<file path="src/rtl/core/pcr_pkg.sv">
// ----------------------------------------------------------------------------
// Palette colour resolve package
// Shared types and constants for the palette resolver and its cells.
// ----------------------------------------------------------------------------
`timescale 1ns / 1ps

package pcr_pkg;

  // Largest squared distance; only a distance strictly below it can win.
  localparam int unsigned DistW = 18;
  localparam logic [DistW-1:0] MaxDist = DistW'(3 * 255 * 255);

  typedef struct packed {
    logic [7:0] red;
    logic [7:0] green;
    logic [7:0] blue;
    logic       free;
  } entry_t;

  typedef enum logic [2:0] {
    OutExact   = 3'd0,
    OutAlloc   = 3'd1,
    OutClosest = 3'd2,
    OutNone    = 3'd3,
    OutRelease = 3'd4
  } outcome_e;

  typedef enum logic [2:0] {
    StIdle = 3'b001,
    StScan = 3'b010,
    StResp = 3'b100
  } state_e;

  localparam logic OpResolve = 1'b0;
  localparam logic OpRelease = 1'b1;

endpackage

</file>
<file path="src/rtl/core/pcr_match.sv">
// ----------------------------------------------------------------------------
// Palette match unit
// Compares the entry at the head of the ring with the requested colour and
// keeps the exact hit, the highest freed slot and the closest entry.
// ----------------------------------------------------------------------------
`timescale 1ns / 1ps

module pcr_match #(
  parameter int unsigned IdxW = 8
) (
  input  logic            clk_i,
  input  logic            rst_ni,
  input  logic            clear_i,
  input  logic            valid_i,
  input  logic [IdxW-1:0] idx_i,
  input  pcr_pkg::entry_t entry_i,
  input  logic [23:0]     color_i,
  output logic            exact_o,
  output logic [IdxW-1:0] exact_idx_o,
  output logic            have_free_o,
  output logic [IdxW-1:0] free_idx_o,
  output logic            have_close_o,
  output logic [IdxW-1:0] close_idx_o
);

  logic [8:0]  dr, dg, db;
  logic [15:0] sr, sg, sb;
  logic [pcr_pkg::DistW-1:0] sq_dist, best_q;
  logic exact_q, have_free_q, have_close_q;
  logic [IdxW-1:0] exact_idx_q, free_idx_q, close_idx_q;

  always_comb begin
    dr = (entry_i.red >= color_i[7:0]) ? {1'b0, entry_i.red - color_i[7:0]}
                                       : {1'b0, color_i[7:0] - entry_i.red};
    dg = (entry_i.green >= color_i[15:8]) ? {1'b0, entry_i.green - color_i[15:8]}
                                          : {1'b0, color_i[15:8] - entry_i.green};
    db = (entry_i.blue >= color_i[23:16]) ? {1'b0, entry_i.blue - color_i[23:16]}
                                          : {1'b0, color_i[23:16] - entry_i.blue};
    sr = dr[7:0] * dr[7:0];
    sg = dg[7:0] * dg[7:0];
    sb = db[7:0] * db[7:0];
    sq_dist = pcr_pkg::DistW'(sr) + pcr_pkg::DistW'(sg) + pcr_pkg::DistW'(sb);
  end

  always_ff @(posedge clk_i or negedge rst_ni) begin
    if (!rst_ni) begin
      exact_q      <= 1'b0;
      have_free_q  <= 1'b0;
      have_close_q <= 1'b0;
      best_q       <= pcr_pkg::MaxDist;
    end else if (clear_i) begin
      exact_q      <= 1'b0;
      have_free_q  <= 1'b0;
      have_close_q <= 1'b0;
      best_q       <= pcr_pkg::MaxDist;
    end else if (valid_i && !exact_q) begin
      // Once an exact hit is seen the rest of the scan is ignored.
      if (entry_i.free) begin
        have_free_q <= 1'b1;
        free_idx_q  <= idx_i;
      end else if (sq_dist < best_q) begin
        if (sq_dist == '0) begin
          exact_q     <= 1'b1;
          exact_idx_q <= idx_i;
        end else begin
          best_q       <= sq_dist;
          have_close_q <= 1'b1;
          close_idx_q  <= idx_i;
        end
      end
    end
  end

  assign exact_o      = exact_q;
  assign exact_idx_o  = exact_idx_q;
  assign have_free_o  = have_free_q;
  assign free_idx_o   = free_idx_q;
  assign have_close_o = have_close_q;
  assign close_idx_o  = close_idx_q;

endmodule

</file>
<file path="config.mk">
export PLATFORM = sky130hd
export DESIGN_NAME = pcr_match
export DESIGN_NICKNAME = d
export VERILOG_FILES = /design/src/rtl/core/pcr_pkg.sv /design/src/rtl/core/pcr_match.sv
export SDC_FILE = /design/constraint.sdc
export NUM_CORES = 1
export LEC_CHECK = 0
export BUFFER_PORTS_ARGS = -buffer_cell sky130_fd_sc_hd__clkbuf_2
export CAP_MARGIN = 20
export CORE_MARGIN = 3
export CORE_UTILIZATION = 63
export DETAILED_ROUTE_END_ITERATION = 10
export HOLD_SLACK_MARGIN = 0.03
export PLACE_DENSITY_LB_ADDON = 0.2
export SYNTH_ARGS = -nofsm -noshare
export SYNTH_HDL_FRONTEND = slang
export SYNTH_SLANG_ARGS = --single-unit
</file>
<file path="constraint.sdc">
create_clock -name clk_i -period 4.25 [get_ports clk_i]
set_input_delay 0.425 -clock clk_i [delete_from_list [all_inputs] [get_ports clk_i]]
set_output_delay 0.425 -clock clk_i [all_outputs]
set_load 0.01 [all_outputs]
</file>
# --- After elaboration in Yosys (flattened, before gate mapping) ---
# Index checks and enable logic that the tools add are counted.
word_totals:
  out_inout_bits: 27
  regBits: 45
  wordCells: 61
op_classes:
  eq_ne: 2
  mux: 21
  n_mul: 3
  order_cmp: 4
  bitwise_logic: 3
  n_reduce_logical: 13
  n_addsub: 8
op_table:
  columns: ["operator", "count"]
  rows:
  - ["$mux 18", 5]
  - ["$mul 8x8->16", 3]
  - ["$sub 8x8->8", 6]
  - ["$ge 8x8->1", 3]
  - ["$mux 8", 3]
  - ["$add 17x16->18", 1]
  - ["$logic_not 18->1", 1]
  - ["$lt 18x18->1", 1]
  - ["$add 16x16->17", 1]
  - ["$mux 1", 13]
  - ["$reduce_and 4->1", 3]
  - ["$reduce_and 6->1", 2]
  - ["$reduce_bool 2->1", 4]
  - ["$ne 2x2->1 const B", 2]
  - ["$not 1->1", 3]
  - ["$reduce_and 2->1", 1]
  - ["$logic_and 1x1->1", 1]
  - ["$logic_not 1->1", 1]

# --- Longest topological paths before layout ---
logic_depth:
  word_depth: 11
  mapped_depth: 43
  mapped_depth_nobuf: 40

# --- Worst setup path before layout ---
# OpenSTA, ideal clock, no wires.
synth_path:
  path_type: "input to register"
  start: "in entry_i[17] in the netlist's numbering"
  end: "reg close_idx_q[0] (netlist: close_idx_o[0]) (enable)"
  arrival_ns: 10.295
  cell_stages: 39
  required_ns: 3.880
  n_path_buf: 2
  setup_ns: 0.370
  setup_slack_ns: -6.415
  path_cell_list: "inv_1 > ha_1 > inv_1 > fa_1 > nand3_1 > a21oi_1 > o32ai_2 > mux2_2 > a31oi_1 > o21ai_0 > xnor2_1 > clkbuf_1 > nor2_1 > fa_1 > fa_1 > inv_1 > fa_1 > fa_1 > [... 3 more ...] > inv_1 > fa_1 > inv_1 > ha_1 > a2111oi_2 > o21ai_1 > a31oi_1 > xnor2_1 > ha_1 > a21oi_1 > nor2b_1 > a2111oi_0 > o21ai_0 > o311ai_0 > o311a_1 > clkbuf_1 > nand2_2 > nor2_1"
synth_via:
  elab_chain_len: 8
  word_cells_on_any_way: 11
synth_lines:
  columns: ["element", "line", "rtl"]
  rows:
  - ["from (decl)", "pcr_match.sv:16", "input pcr_pkg::entry_t entry_i,"]
  - ["$sub 8x8->8 (tied with other cells)", "pcr_match.sv:34", ": {1'b0, color_i[7:0] - entry_i.red};"]
  - ["$mux 8 *", "pcr_match.sv:33", "dr = (entry_i.red >= color_i[7:0]) ? {1'b0, entry_i.red - color_i[7:0]}"]
  - ["$mul 8x8->16 *", "pcr_match.sv:39", "sr = dr[7:0] * dr[7:0];"]
  - ["$add 16x16->17 *", "pcr_match.sv:42", "sq_dist = pcr_pkg::DistW'(sr) + pcr_pkg::DistW'(sg) + pcr_pkg::DistW'(sb);"]
  - ["$add 17x16->18 *", "pcr_match.sv:42", null]
  - ["parallel branches: the longest is 2 deep, another holds $lt 18x18->1", null, null]
  - ["$reduce_and 6->1 (no line) *", null, null]
  - ["to (signal assigned)", "pcr_match.sv:68", "close_idx_q <= idx_i;"]
  - ["to (decl)", "pcr_match.sv:30", "logic [IdxW-1:0] exact_idx_q, free_idx_q, close_idx_q;"]
# Every way passes the cells marked *.
# A chain may end at the register's enable or synchronous reset.

# --- Final worst setup path ---
layout_path:
  start: "in entry_i[9] in the netlist's numbering"
  end: "reg best_q[9] in the netlist's numbering"
layout_via:
  elab_chain_len: 10
  word_cells_on_any_way: 17
layout_lines:
  columns: ["element", "line", "rtl"]
  rows:
  - ["$sub 8x8->8 (tied with other cells)", "pcr_match.sv:36", ": {1'b0, color_i[15:8] - entry_i.green};"]
  - ["$mux 8 *", "pcr_match.sv:35", "dg = (entry_i.green >= color_i[15:8]) ? {1'b0, entry_i.green - color_i[15:8]}"]
  - ["$mul 8x8->16 *", "pcr_match.sv:40", "sg = dg[7:0] * dg[7:0];"]
  - ["$add 16x16->17 *", "pcr_match.sv:42", null]
  - ["$add 17x16->18 *", "pcr_match.sv:42", null]
  - ["parallel branches: the longest is 5 deep, another holds $lt 18x18->1", null, null]
  - ["to (signal assigned)", "pcr_match.sv:50", "best_q <= pcr_pkg::MaxDist;"]
  - ["to (signal assigned)", "pcr_match.sv:55", "best_q <= pcr_pkg::MaxDist;"]
  - ["to (signal assigned)", "pcr_match.sv:66", "best_q <= sq_dist;"]
  - ["to (decl)", "pcr_match.sv:28", "logic [pcr_pkg::DistW-1:0] sq_dist, best_q;"]
# Every way passes the cells marked *. The select of a mux whose other input is x is not followed.

==> run metrics <==
Seq. cell area=0.001257 mm²; Top Family by Delay on Critical Path=adder cells; synth warn=0; Num CTS Buffers=5; synth top area cells=fa_1 (28%), ha_1 (18%), inv_1 (11%); cell mode on critical path=fa_1; Clock transition at path regs=0.07 ns; slew margin rel.=0.1685; post-synth cell types=74; reg2reg end=best_q[9]$_DFFE_PN1P_; slowest stage delay, CP=0.61 ns; final setup fails=36; failing checks=design-rule violations, negative setup slack; CP startpoint kind=input pin; CTS H-tree depth=2; Ant. Diodes=0; Residual DRC=1; Slew @ Worst Pin=1.236 ns; vias=11820; Worst EP required=4.46 ns; Die W=131.4 µm; Final Cell Area=0.01415 mm²; Synth top area share=0.2810; Post-DP HPWL=23.12 mm; Clock Latency Late Sink=0.30 ns; Rows=45; Top-Level Pins=88; placed cell area=0.01295 mm²; M1 wire length=13.73 mm; clk sinks=45; die height=131.4 µm; flops & latches, synth=45; status=finished, violations left; vias per cell=6.877; fill cell count=508; Final ANT Viol Nets=0; Cell Area, Synth=0.009903 mm²; area of the multi-input gates=0.008338 mm²; total track usage=0.4207; highest routed metal layer=met5; worst setup margin=-6.803 ns; Inst Count DP=1652; Data arrival, critical path=11.26 ns; initial antenna violation count=2; WP buf/inv=10; Hold Vio Cnt, Final=0; Max Slew Vio Count=0; Post-synth EDFFs=24; WS Path Type=in -> reg; layout cells sized above 1=0.3942; Synth top cells by count=inv_1 (296), ha_1 (140), fa_1 (139); CTS root buffer=clkbuf_16; Post-synth top flop=edfxtp_1; async set-or-reset flop fraction in the synthesized netlist=0.4667; Seq/Total Area, Yosys=0.1270; R2R Path Start=best_q[9]$_DFFE_PN1P_; fin crit share=2.601; Mean Syn Cell Area=8.954 µm²; Synthesized Nets=1446; Die Area=0.01726 mm²; flop-to-flop setup slack=0.87 ns; pin count of the biggest net entering global routing=23; Final Skew=0.009193 ns; count leader, synth=inv_1; CTS tree=yes; cell taking the most area after synthesis=fa_1; Initial Utilization=0.6467; GR Overflow Total=0; first-pass GRT wire length=57.88 mm; hold buffer count at cts=0; 1st-pass router iterations=11; crit path max fanout=7; Final nets=1846; RSZ-0062 raised after global routing=true; CP Depth=41; vias in the first global route=11570; worst hold path type=in -> async; fin util=0.9238; max cap viols=0; routed wl met3=6.913 mm; Max Buffers Root-to-Sink=2; Fin Hold WS=0.1157 ns; reg2reg path depth=12; Critical Path Source=entry_i[9]; DR iter-0 viols=1687; drt wl/cell=27.28 µm; Area Growth Syn to Fin=42.86%; Port Buffer Count=87; Worst setup EP type=flop; area of the core=0.01531 mm²; Tmin final=11.05 ns; metal2 WL=20.05 mm; Post-Synthesis Cells=1106; Final Non-Filler Cells=1718; wirelength, routed=46.87 mm; fmax=0.09048 GHz; CP max stage cell=fa_1; routability cong.=0.9412
==> worst max-delay path by stage <==
stage,endpoint,slack [ns]
after floorplan,exact_idx_o[0]$_DFFE_PP_,-5.44
after global placement,best_q[6]$_DFFE_PN0P_,-5.70
after detailed placement,best_q[16]$_DFFE_PN0P_,-6.10
after CTS,exact_idx_o[0]$_DFFE_PP_,-5.37
after global routing,best_q[9]$_DFFE_PN1P_,-6.89
final,best_q[9]$_DFFE_PN1P_,-6.80
==> repair_timing <==
| action | in CTS | in global routing |
|---|---|---|
| gates resized for setup | 81 | 55 |
| setup endpoints to repair | 36 | 36 |
| gates cloned | 1 | 0 |
| pin swaps | 64 | 32 |
| buffers inserted | 38 | 22 |
==> cells in the final DEF, fill, tap and decap left out, types with 6 or more instances in the layout <==
master     count
o21ai_2       11
mux2i_1       14
fa_1         131
nand3_2        9
a21o_1        15
nor2_1        74
o21bai_1       7
clkbuf_16      6
nand2b_1      14
buf_6         16
inv_2         12
o21ai_0       17
a21oi_1       31
dfrtp_1       12
clkbuf_2      86
xnor2_2        8
fa_2           8
o21a_1         8
and2_1        11
nand3_1       22
xor2_1        11
dfstp_2        9
nor3_1         7
ha_1         131
nand2_1       33
edfxtp_1      24
buf_4        306
xnor2_1       10
ha_4           8
inv_1        281
a21oi_2       14
or2_2          6
==> metrics by stage <==
step / TNS (ns) / setup WS (ns)
6_report: -238.12 / -6.803
4_1_cts: -190.80 / -5.367
3_5_place_dp: -218.43 / -6.100
2_1_floorplan: -189.36 / -5.443
3_3_place_gp: -204.50 / -5.703
5_1_grt: -241.04 / -6.895
==> layout make-up <==
cell class	count	area share
Inverter	296	0.07977
Tap cell	211	0.01866
Clock inverter	3	0.001503
Timing Repair Buffer	413	0.2130
Clock buffer	5	0.008844
Sequential cell	45	0.08888
Multi-Input combinational cell	745	0.5894
==> worst register-to-register path, delay by kind of cell (launching register included) <==
| family | cells | cell delay [ns] |
|---|---|---|
| AOI/OAI and AO/OA | 7 | 1.72 |
| DFF | 1 | 0.54 |
| buffers and inverters | 3 | 0.49 |
| adders and majority gates | 1 | 0.36 |
| and+or+nand+nor | 1 | 0.17 |
==> logic make-up after synthesis <==
group | after synthesis | synth area share
buffers and inverters | 316 | 0.1220
adders and majority gates | 279 | 0.4579
and+or+nand+nor | 238 | 0.1214
AOI/OAI and AO/OA | 174 | 0.1203
DFF | 45 | 0.1270
xor gates and xnor gates | 32 | 0.02830
muxes | 22 | 0.02312
==> sequential cells by signal, indices dropped and copies added (netlist names) <==
signal,flops
exact_o,1
exact_idx_o,8
close_idx_o,8
free_idx_o,8
best_q,18
have_close_o,1
have_free_o,1
==> layer usage <==
metal / GRT usage / up-vias
met5: 0 / -
met2: 0.7232 / 1414
met1: 0.4609 / 5355
met4: 0.2859 / 2
li1: - / 4358
met3: 0.1018 / 686
Power is not shown: default switching activity piles up to over one toggle a cycle in this logic, so the estimate is an artifact.
