===== config.mk =====
export PLATFORM = sky130hd
export DESIGN_NAME = pcr_cell
export DESIGN_NICKNAME = d
export VERILOG_FILES = /design/src/rtl/core/pcr_pkg.sv /design/src/rtl/core/pcr_cell.sv
export SDC_FILE = /design/constraint.sdc
export NUM_CORES = 1
export LEC_CHECK = 0
export BUFFER_PORTS_ARGS = -buffer_cell sky130_fd_sc_hd__buf_4
export CAP_MARGIN = 0
export CORE_MARGIN = 5
export CORE_UTILIZATION = 46
export CTS_BUF_LIST = sky130_fd_sc_hd__clkbuf_4 sky130_fd_sc_hd__clkbuf_8
export CTS_CLUSTER_DIAMETER = 120
export CTS_CLUSTER_SIZE = 10
export DETAILED_ROUTE_END_ITERATION = 6
export GPL_ROUTABILITY_DRIVEN = 0
export PLACE_DENSITY = 0.87
export SYNTH_ARGS = -nofsm -noshare
export SYNTH_HDL_FRONTEND = slang
export SYNTH_SLANG_ARGS = --single-unit

===== constraint.sdc =====
create_clock -name clk_i -period 1.8 [get_ports clk_i]
set_input_delay 0.36 -clock clk_i [delete_from_list [all_inputs] [get_ports clk_i]]
set_output_delay 0.36 -clock clk_i [all_outputs]
set_load 0.005 [all_outputs]

===== src/rtl/core/pcr_pkg.sv =====
// ----------------------------------------------------------------------------
// Palette colour resolve package
// Shared types and constants for the palette resolver and its cells.
// ----------------------------------------------------------------------------
`timescale 1ns / 1ps

package pcr_pkg;

  // Largest squared distance; only a distance strictly below it can win.
  localparam int unsigned DistW = 18;
  localparam logic [DistW-1:0] MaxDist = DistW'(3 * 255 * 255);

  typedef struct packed {
    logic [7:0] red;
    logic [7:0] green;
    logic [7:0] blue;
    logic       free;
  } entry_t;

  typedef enum logic [2:0] {
    OutExact   = 3'd0,
    OutAlloc   = 3'd1,
    OutClosest = 3'd2,
    OutNone    = 3'd3,
    OutRelease = 3'd4
  } outcome_e;

  typedef enum logic [2:0] {
    StIdle = 3'b001,
    StScan = 3'b010,
    StResp = 3'b100
  } state_e;

  localparam logic OpResolve = 1'b0;
  localparam logic OpRelease = 1'b1;

endpackage


===== src/rtl/core/pcr_cell.sv =====
// ----------------------------------------------------------------------------
// Palette ring cell
// Holds one palette entry and passes it to its neighbour when the ring turns.
// ----------------------------------------------------------------------------
`timescale 1ns / 1ps

module pcr_cell (
  input  logic            clk_i,
  input  logic            shift_i,
  input  pcr_pkg::entry_t nbr_i,
  input  logic            load_i,
  input  logic [23:0]     color_i,
  input  logic            set_free_i,
  output pcr_pkg::entry_t entry_o
);

  pcr_pkg::entry_t entry_q;

  always_ff @(posedge clk_i) begin
    if (shift_i) begin
      entry_q <= nbr_i;
    end else if (load_i) begin
      entry_q <= '{red: color_i[7:0], green: color_i[15:8], blue: color_i[23:16],
                   free: 1'b0};
    end else if (set_free_i) begin
      entry_q.free <= 1'b1;
    end
  end

  assign entry_o = entry_q;

endmodule


Yosys cells after proc, flatten, opt, wreduce, memory -nomap -nowiden
Cells that the tools add are included.

storage, ports and cells
  bits in registers = 25
  bits of input ports = 53
  output and inout port bits = 25
  logic and storage cells = 10

operators by class
  muxes and demuxes = 4
  reductions and logical operators = 2

operator list
  operator           count
  $mux 25            1
  $mux 24            1
  $reduce_bool 3->1  1
  $mux 1             2
  $reduce_bool 2->1  1

Logic depth before layout (Yosys ltp)
Gate-level depths: netlist of run 1.

  word-level depth = 3
  depth in mapped cells = 4
  depth with buffers taken out = 2

Least setup slack after synthesis of run 1
OpenSTA, ideal clock, no wires.

  path type = input port to flip-flop
  start point = in shift_i
  end point = reg entry_q (netlist bit entry_o[10]), enable pin
  library setup time = 312 ps
  arrival = 960 ps
  data required time = 1,488 ps
  setup slack = 528 ps
  stages = 2
  buffers on the path = 1
  cell sequence = buf_6 -> or2_2

on the way
  word-level cells in the longest chain between the ends = 1

ends and longest elaborated chain
  what                         RTL line        RTL
  start: declaration           pcr_cell.sv:9   input logic shift_i,
  $reduce_bool 2->1 (no line)  n/a
  end signal: assignment       pcr_cell.sv:21  entry_q <= nbr_i;
  end signal: assignment       pcr_cell.sv:23  entry_q <= '{red: color_i[7:0], green: color_i[15:8], blue: color_i[23:16],
  end: declaration             pcr_cell.sv:17  pcr_pkg::entry_t entry_q;

Every way passes these cells.
A chain may end at the register's enable or synchronous reset.

Final worst setup path of run 1
  start point = reg entry_q (netlist bit entry_o[15])
  end point = out entry_o[15] (netlist name)

RTL lines
  what              RTL line        RTL
  end: declaration  pcr_cell.sv:14  output pcr_pkg::entry_t entry_o

No word-level cell between the ends.

==> results by stage, run 1 <==
Power:
- The internal portion of the total power is around 1.0 mW.
- The leakage power of the design is 0.835 nW.
- Per report_power, the sequential group accounts for 57.5% of the total.
- The power density relative to cell area is 714 nW/um^2.
- The total power consumption of the routed design is 1.27 mW.
- Net switching is 21.1% of the power.
- The share of total power in the clock network is 19.8%.
- Combinational cells account for about 23% of the total power.
- VDD sags by at most 0.000586 V.
- Summed over all nets, the switching power comes to 0.268 mW.

GRT:
- Summed over all layers, the global routing overflow is 0.
- The number of global-route vias before repair was 822.
- The largest net degree at the start of global routing is 28.
- The wire length of the first global-routing pass is between 3 and 4 mm.
- For this run, the total global-route usage over all layers was measured as 14.5%.
- The initial antenna violation count is 0.

Worst setup path:
- For the worst setup path, the data required time is about 1.4 ns.
- The cell type of the slowest stage on the worst timing path is sky130_fd_sc_hd__edfxtp_1.
- The class of the most critical setup path is reg -> out.
- The number of buffers and inverters on the critical path is 1.
- The worst setup path is captured at an output port.
- In this run the number of cells on the critical path is 1.
- The signal on the critical path passes through buf_4.
- At the worst endpoint, the arrival time is between 0.8 and 0.9 ns.
- The origin of the worst setup path is entry_o[15].
- Grouping stages by cell kind, the critical path spends the most delay in flip-flops.
- The maximum fanout along the worst path is 1.
- The critical path startpoint category is a register.
- For this run, the slowest stage of the critical path takes 0.40 ns.

Place:
- In this run the tool buffered the top-level ports with 77 buffer cells.

Clock tree:
- In this run the number of H-tree levels came out at 1.
- The longest clock path from root to sink contains 2 buffers.
- In this run, CTS created clock tree buffers numbering 3.
- Buffers added to address setup during post-CTS repair amount to 0.
- The clock tree from TritonCTS is built.
- After clock tree synthesis, the flow added hold-fix buffers numbering 0.
- The clock sink count is 25.
- The number of gates resized after CTS was 0.
- The clock root buffer is sky130_fd_sc_hd__clkbuf_4.
- After clock tree synthesis, the clock-pin slew on the worst setup and hold paths is ~0.14 ns.

Layout:
- The number of fill cells is approximately 170.
- The library cells used most frequently in the layout, excluding fill and tap cells, are 77 x sky130_fd_sc_hd__buf_4, 25 x sky130_fd_sc_hd__edfxtp_1, 19 x sky130_fd_sc_hd__mux2_4.
- The total number of nets in the final design is 189.
- 0 antenna diodes ended up in the layout.
- The register with the most flip-flops in the layout has 25 of them.
- Leaving out fill and tap cells, the most frequent cell in the layout is sky130_fd_sc_hd__buf_4.
- The area growth from synthesis to layout is 52.8%.
- In the final layout, the share of cells above drive strength 1 is 79.3%.

Synth:
- The number of storage elements in the synthesis netlist is 25.
- The sequential fraction of the synthesis area is 64.5%.
- Counting distinct cell types in the post-synthesis netlist gives 8.
- The Yosys step of the flow raised 0 warnings.
- In this run the cell area of the synthesized design comes to 1160 sq um.
- Synthesis produced between 50 and 60 cells.
- The synthesized area per cell is 20.8 sq um.
- The synthesized netlist net count is 109.

STA:
- The worst-margin pin slew is 0.430 ns.
- The count of pins over their slew limit is 0.
- The total count of hold-check failures in the final report came to 0.
- The worst-case headroom to the max-slew limit is 71.4%.
- Setup repair after global routing left no endpoint under its margin.
- The clock period could shrink to between 1 and 1.5 ns.
- Dividing the final minimum period by the clock period gives just under 70%.
- Summed over all failing endpoints, the final setup total negative slack is 0 ns.
- The final hold slack is approximately 0.32 ns.
- The total setup violations reported at the end of the flow is 0.
- For this run, the top clock speed supported by timing is just over 0.8 GHz.

Min path:
- The cell depth of the worst min-delay path is 3.
- The hold path startpoint is nbr_i[0].
- The classification of the worst-slack hold path is in -> reg.

Floorplanning:
- The total I/O pin count is 78.
- The width of the chip is 60.3 um.
- The floorplan step defined a die boundary enclosing 3640 sq um.
- The starting density of the core is 47.4%.
- The row count is 18.
- The y dimension of the die is roughly 60 um.
- The region available for standard cell placement spans 2450 sq um.

Status:
- The run finished with clean final reports.

Detailed routing:
- After detailed routing, the average wire length per cell comes to roughly 15 um.
- Summed over all layers, the routed wires come to 2.50 mm.
- The via density per instance is 4.63.
- The post-route antenna net violation count is 0.
- The total iterations of the first detailed-routing run is 3.
- After the first detailed-routing iteration, the DRC count stood at 6.
- In the routed design, unresolved DRC markers number 0.
- The total via count after detailed routing is roughly 760.

Run:
- The number of maximum-capacitance constraint violations is 0.
[logic make-up after synthesis]
| logic type | count (synthesis) | synth area share (%) |
|---|---|---|
| buf+inv | 3 | 4.41 |
| flops | 25 | 64.5 |
| mux | 24 | 29.4 |
| simple gates | 4 | 1.72 |
[final cells by class]
class | instances | area [sq um] | area share [%]
timing repair buffer | 78 | 598 | 33.6
multi-input combinational | 28 | 362 | 20.3
clock inverter | 1 | 7.51 | 0.422
tap | 30 | 37.5 | 2.11
sequential | 25 | 751 | 42.2
clock buffer | 3 | 22.5 | 1.27
[metal layers]
| layer | track usage, % | routed length [um] | vias to the layer above |
|---|---|---|---|
| li1 | - | - | 374 |
| met4 | 7.59 | 61 | 0 |
| met3 | 1.94 | 136 | 6 |
| met5 | 0 | 0 | - |
| met1 | 15.5 | 738 | 356 |
| met2 | 27.3 | 1570 | 28 |
[per-stage QoR]
stage,utilization [%],worst slack (ns),std cells,cell area (sq um)
final,72.4,0.580,165,1780
after global routing,72.4,0.536,165,1780
after CTS,72.4,0.552,165,1780
after detailed placement,71.2,0.342,161,1750
after global placement,71.2,0.381,161,1750
after floorplan,-,0.528,56,1160
[power by group through the flow]
stage	clock network (mW)	registers, mW	logic (mW)
finish	0.251	0.731	0.288
global route	0.277	0.737	0.309
CTS	0.259	0.732	0.293
detailed placement	0	0.746	0.293
global placement	0	0.742	0.286
floorplan	0	0.752	0.0976
[tightest hold or removal path: cells and delay by family]
family        cells  cell delay, ns
buf+inv           1            0.08
simple gates      2            0.09
[path summary, 6_finish.rpt]
check           to  slack, ns
min     entry_o[0]       0.32
max    entry_o[15]       0.58
[synthesized netlist by cell type (all sizes together)]
| cell | number | share of area [%] |
|---|---|---|
| buf | 3 | 4.4 |
| edfxtp | 25 | 65 |
| mux2 | 24 | 29 |
| nand2 | 2 | 0.65 |
| or2 | 1 | 0.54 |
| or3 | 1 | 0.54 |
No activity file was read; power rests on OpenSTA's default activity.
==> inputs of run 2 (changes only) <==
- CORE_UTILIZATION: 46 -> 43
- PLACE_DENSITY: 0.87 -> 0.82
- clock period: 1.8 -> 1.2 ns (I/O delays scaled with it)
==> run 2 against run 1 <==
Die area up 5.8%; count of clock-buffer cells in the layout up 1; worst hold slack worse by 0.12 ns; clock power up 53%.
==> results by stage, run 2 (synthesis results as in run 1) <==
Status:
- The run finished with clean final reports.

Clock tree:
- The clock edge transition at the registers on the reported setup and hold paths was 0.13 ns (about the same).
- The number of buffers added to fix hold violations after cts is 0 (unchanged).
- The TritonCTS buffer count is 3 (unchanged).
- The number of setup buffers added after CTS is 0 (unchanged).
- The clock sink count is 25 (unchanged).
- TritonCTS built the clock tree.
- The clock root buffer is sky130_fd_sc_hd__clkbuf_4.
- The H-tree level count is 1 (unchanged).
- The maximum count of clock buffers along a single path is 2 (unchanged).
- The count of instances resized after the clock tree is built is 0 (unchanged).

Layout:
- The most frequent standard cell in the layout excluding fill and tap cells is sky130_fd_sc_hd__buf_4.
- The flip-flop count of the largest register, all copies and words added came to 25 (unchanged).
- The final antenna diode count came to 0 (unchanged).
- In the layout the commonest cells are 77 x sky130_fd_sc_hd__buf_4, 25 x sky130_fd_sc_hd__edfxtp_1, 19 x sky130_fd_sc_hd__mux2_4.
- The layout cell share with drive strength beyond 1 is 79.6% (+0.30 points).
- The total number of nets in the final design was 191 (+1.1%).
- The area added between synthesis and finish is 56.2%.

STA:
- The final clock period utilization by the worst path is roughly 91%.
- The total setup violations reported at the end of the flow came to 0 (unchanged).
- The setup total negative slack is 0 ns (unchanged).
- The total count of hold-check failures in the final report is 0 (unchanged).
- The final critical delay including setup and external delays is 1.09 ns.
- The final hold slack is 0.197 ns (-0.122 ns).
- The count of pins over their slew limit came to 0 (unchanged).
- Setup repair after global routing left no endpoint under its margin.
- The worst-case headroom to the max-slew limit was 91.1% (+20 points).
- The worst-margin pin slew is 0.134 ns (-0.296 ns).
- Derived from the worst setup path, the maximum achievable clock frequency is between 0.9 and 1 GHz.

Detailed routing:
- The DRC violation count after routing was 0 (unchanged).
- The post-route antenna net violation count is 0 (unchanged).
- The via density per instance is 4.68 (+1.0%).
- The final wirelength is 2.77 mm (+11%).
- The total via count after detailed routing is 781 (+2.2%).
- The total iterations of the first detailed-routing run is 3 (unchanged).
- The number of DRC violations after detailed-routing iteration 0 is 16 (+10).
- The mean routed wirelength per cell came to 16.6 um (+9.2%).

Worst setup path:
- The arrival time at the worst endpoint was 0.85 ns (about the same).
- The maximum fanout along the worst path was 1 (unchanged).
- The cell type of the slowest stage on the worst timing path is sky130_fd_sc_hd__edfxtp_1.
- The class of the most critical setup path is reg -> out.
- The number of buffers and inverters on the critical path is 1 (unchanged).
- The required time of the critical path came to 0.96 ns (-0.48 ns).
- Walking the worst path, the cells encountered are buf_4.
- The maximum single-stage delay on the critical path is 0.40 ns (about the same).
- Among cell families on the critical path, the largest total delay comes from flip-flops.
- STA classifies the critical path endpoint as an output port.
- The critical path startpoint category is a register.

Power:
- The power density relative to cell area is 1060 nW/um^2 (+49%).
- The largest voltage drop on the vdd net is 0.000721 V (+23%).
- The leakage power of the design came to 0.858 nW (+2.8%).

Floorplanning:
- The width of the chip is 62.0 um (+2.9%).
- The y dimension of the die is 62.0 um (+2.9%).
- The starting density of the core is 46.1% (-1.3 points).
- The area of the core is 2520 sq um (+2.8%).
- The die outline area came to 3850 sq um (+5.8%).
- The total I/O pin count came to 78 (unchanged).
- The row count was 18 (unchanged).

GRT:
- The all-layer global routing usage is 15.1% (+0.52 points).
- The initial antenna violation count is 0 (unchanged).
- The number of global-route vias before repair is 831 (+1.1%).
- The largest net degree at the start of global routing was 26 (-7.1%).
- The wire length of the first global-routing pass came to 4.04 mm (+7.1%).
- The overall overflow remaining after global route was 0 (unchanged).

Min path:
- The path class of the tightest hold or removal check is in -> reg.

Place:
- The count of buffers from port buffering is 77 (unchanged).

Run:
- The number of maximum-capacitance constraint violations is 0 (unchanged).
==> run 2: final timing paths <==
check,depth (start not counted),slack (ns),to,startpoint
worst min-delay path,3,0.20,entry_o[0],nbr_i[0]
worst max-delay path,1,0.11,entry_o[3],entry_o[3]
==> run 2: through the flow <==
stage               area (sq um)  power [mW]  util [%]  setup WS (ns)  instances
floorplan                   1160        1.28         -         0.0484         56
global placement            1790        1.56      70.9         0.0547        163
detailed placement          1790        1.58      70.9         0.0416        163
CTS                         1820        1.95      72.1         0.0947        167
global route                1820        2.02      72.1         0.0509        167
finish                      1820        1.93      72.1          0.109        167
==> run 2: area by class of cell <==
type | instances | area [sq um]
fill | 173 | 704
tap | 30 | 37.5
multi-input combinational | 28 | 362
clock buffer | 4 | 30.0
timing repair buffer | 80 | 638
sequential | 25 | 751
==> run 2: power by group <==
part | switching (mW) | internal (mW) | total (mW)
registers | 0.0247 | 1.07 | 1.09
logic | 0.133 | 0.319 | 0.453
clock network | 0.232 | 0.152 | 0.384
total | 0.390 | 1.54 | 1.93
==> run 2: per-layer routing <==
| layer | track usage [%] | up-vias | share of wire (%) |
|---|---|---|---|
| met4 | 5.45 | 0 | 1.2 |
| met1 | 15.6 | 379 | 29 |
| met5 | 0 | - | 0 |
| met3 | 2.27 | 2 | 5.1 |
| li1 | - | 376 | - |
| met2 | 29.9 | 24 | 64 |
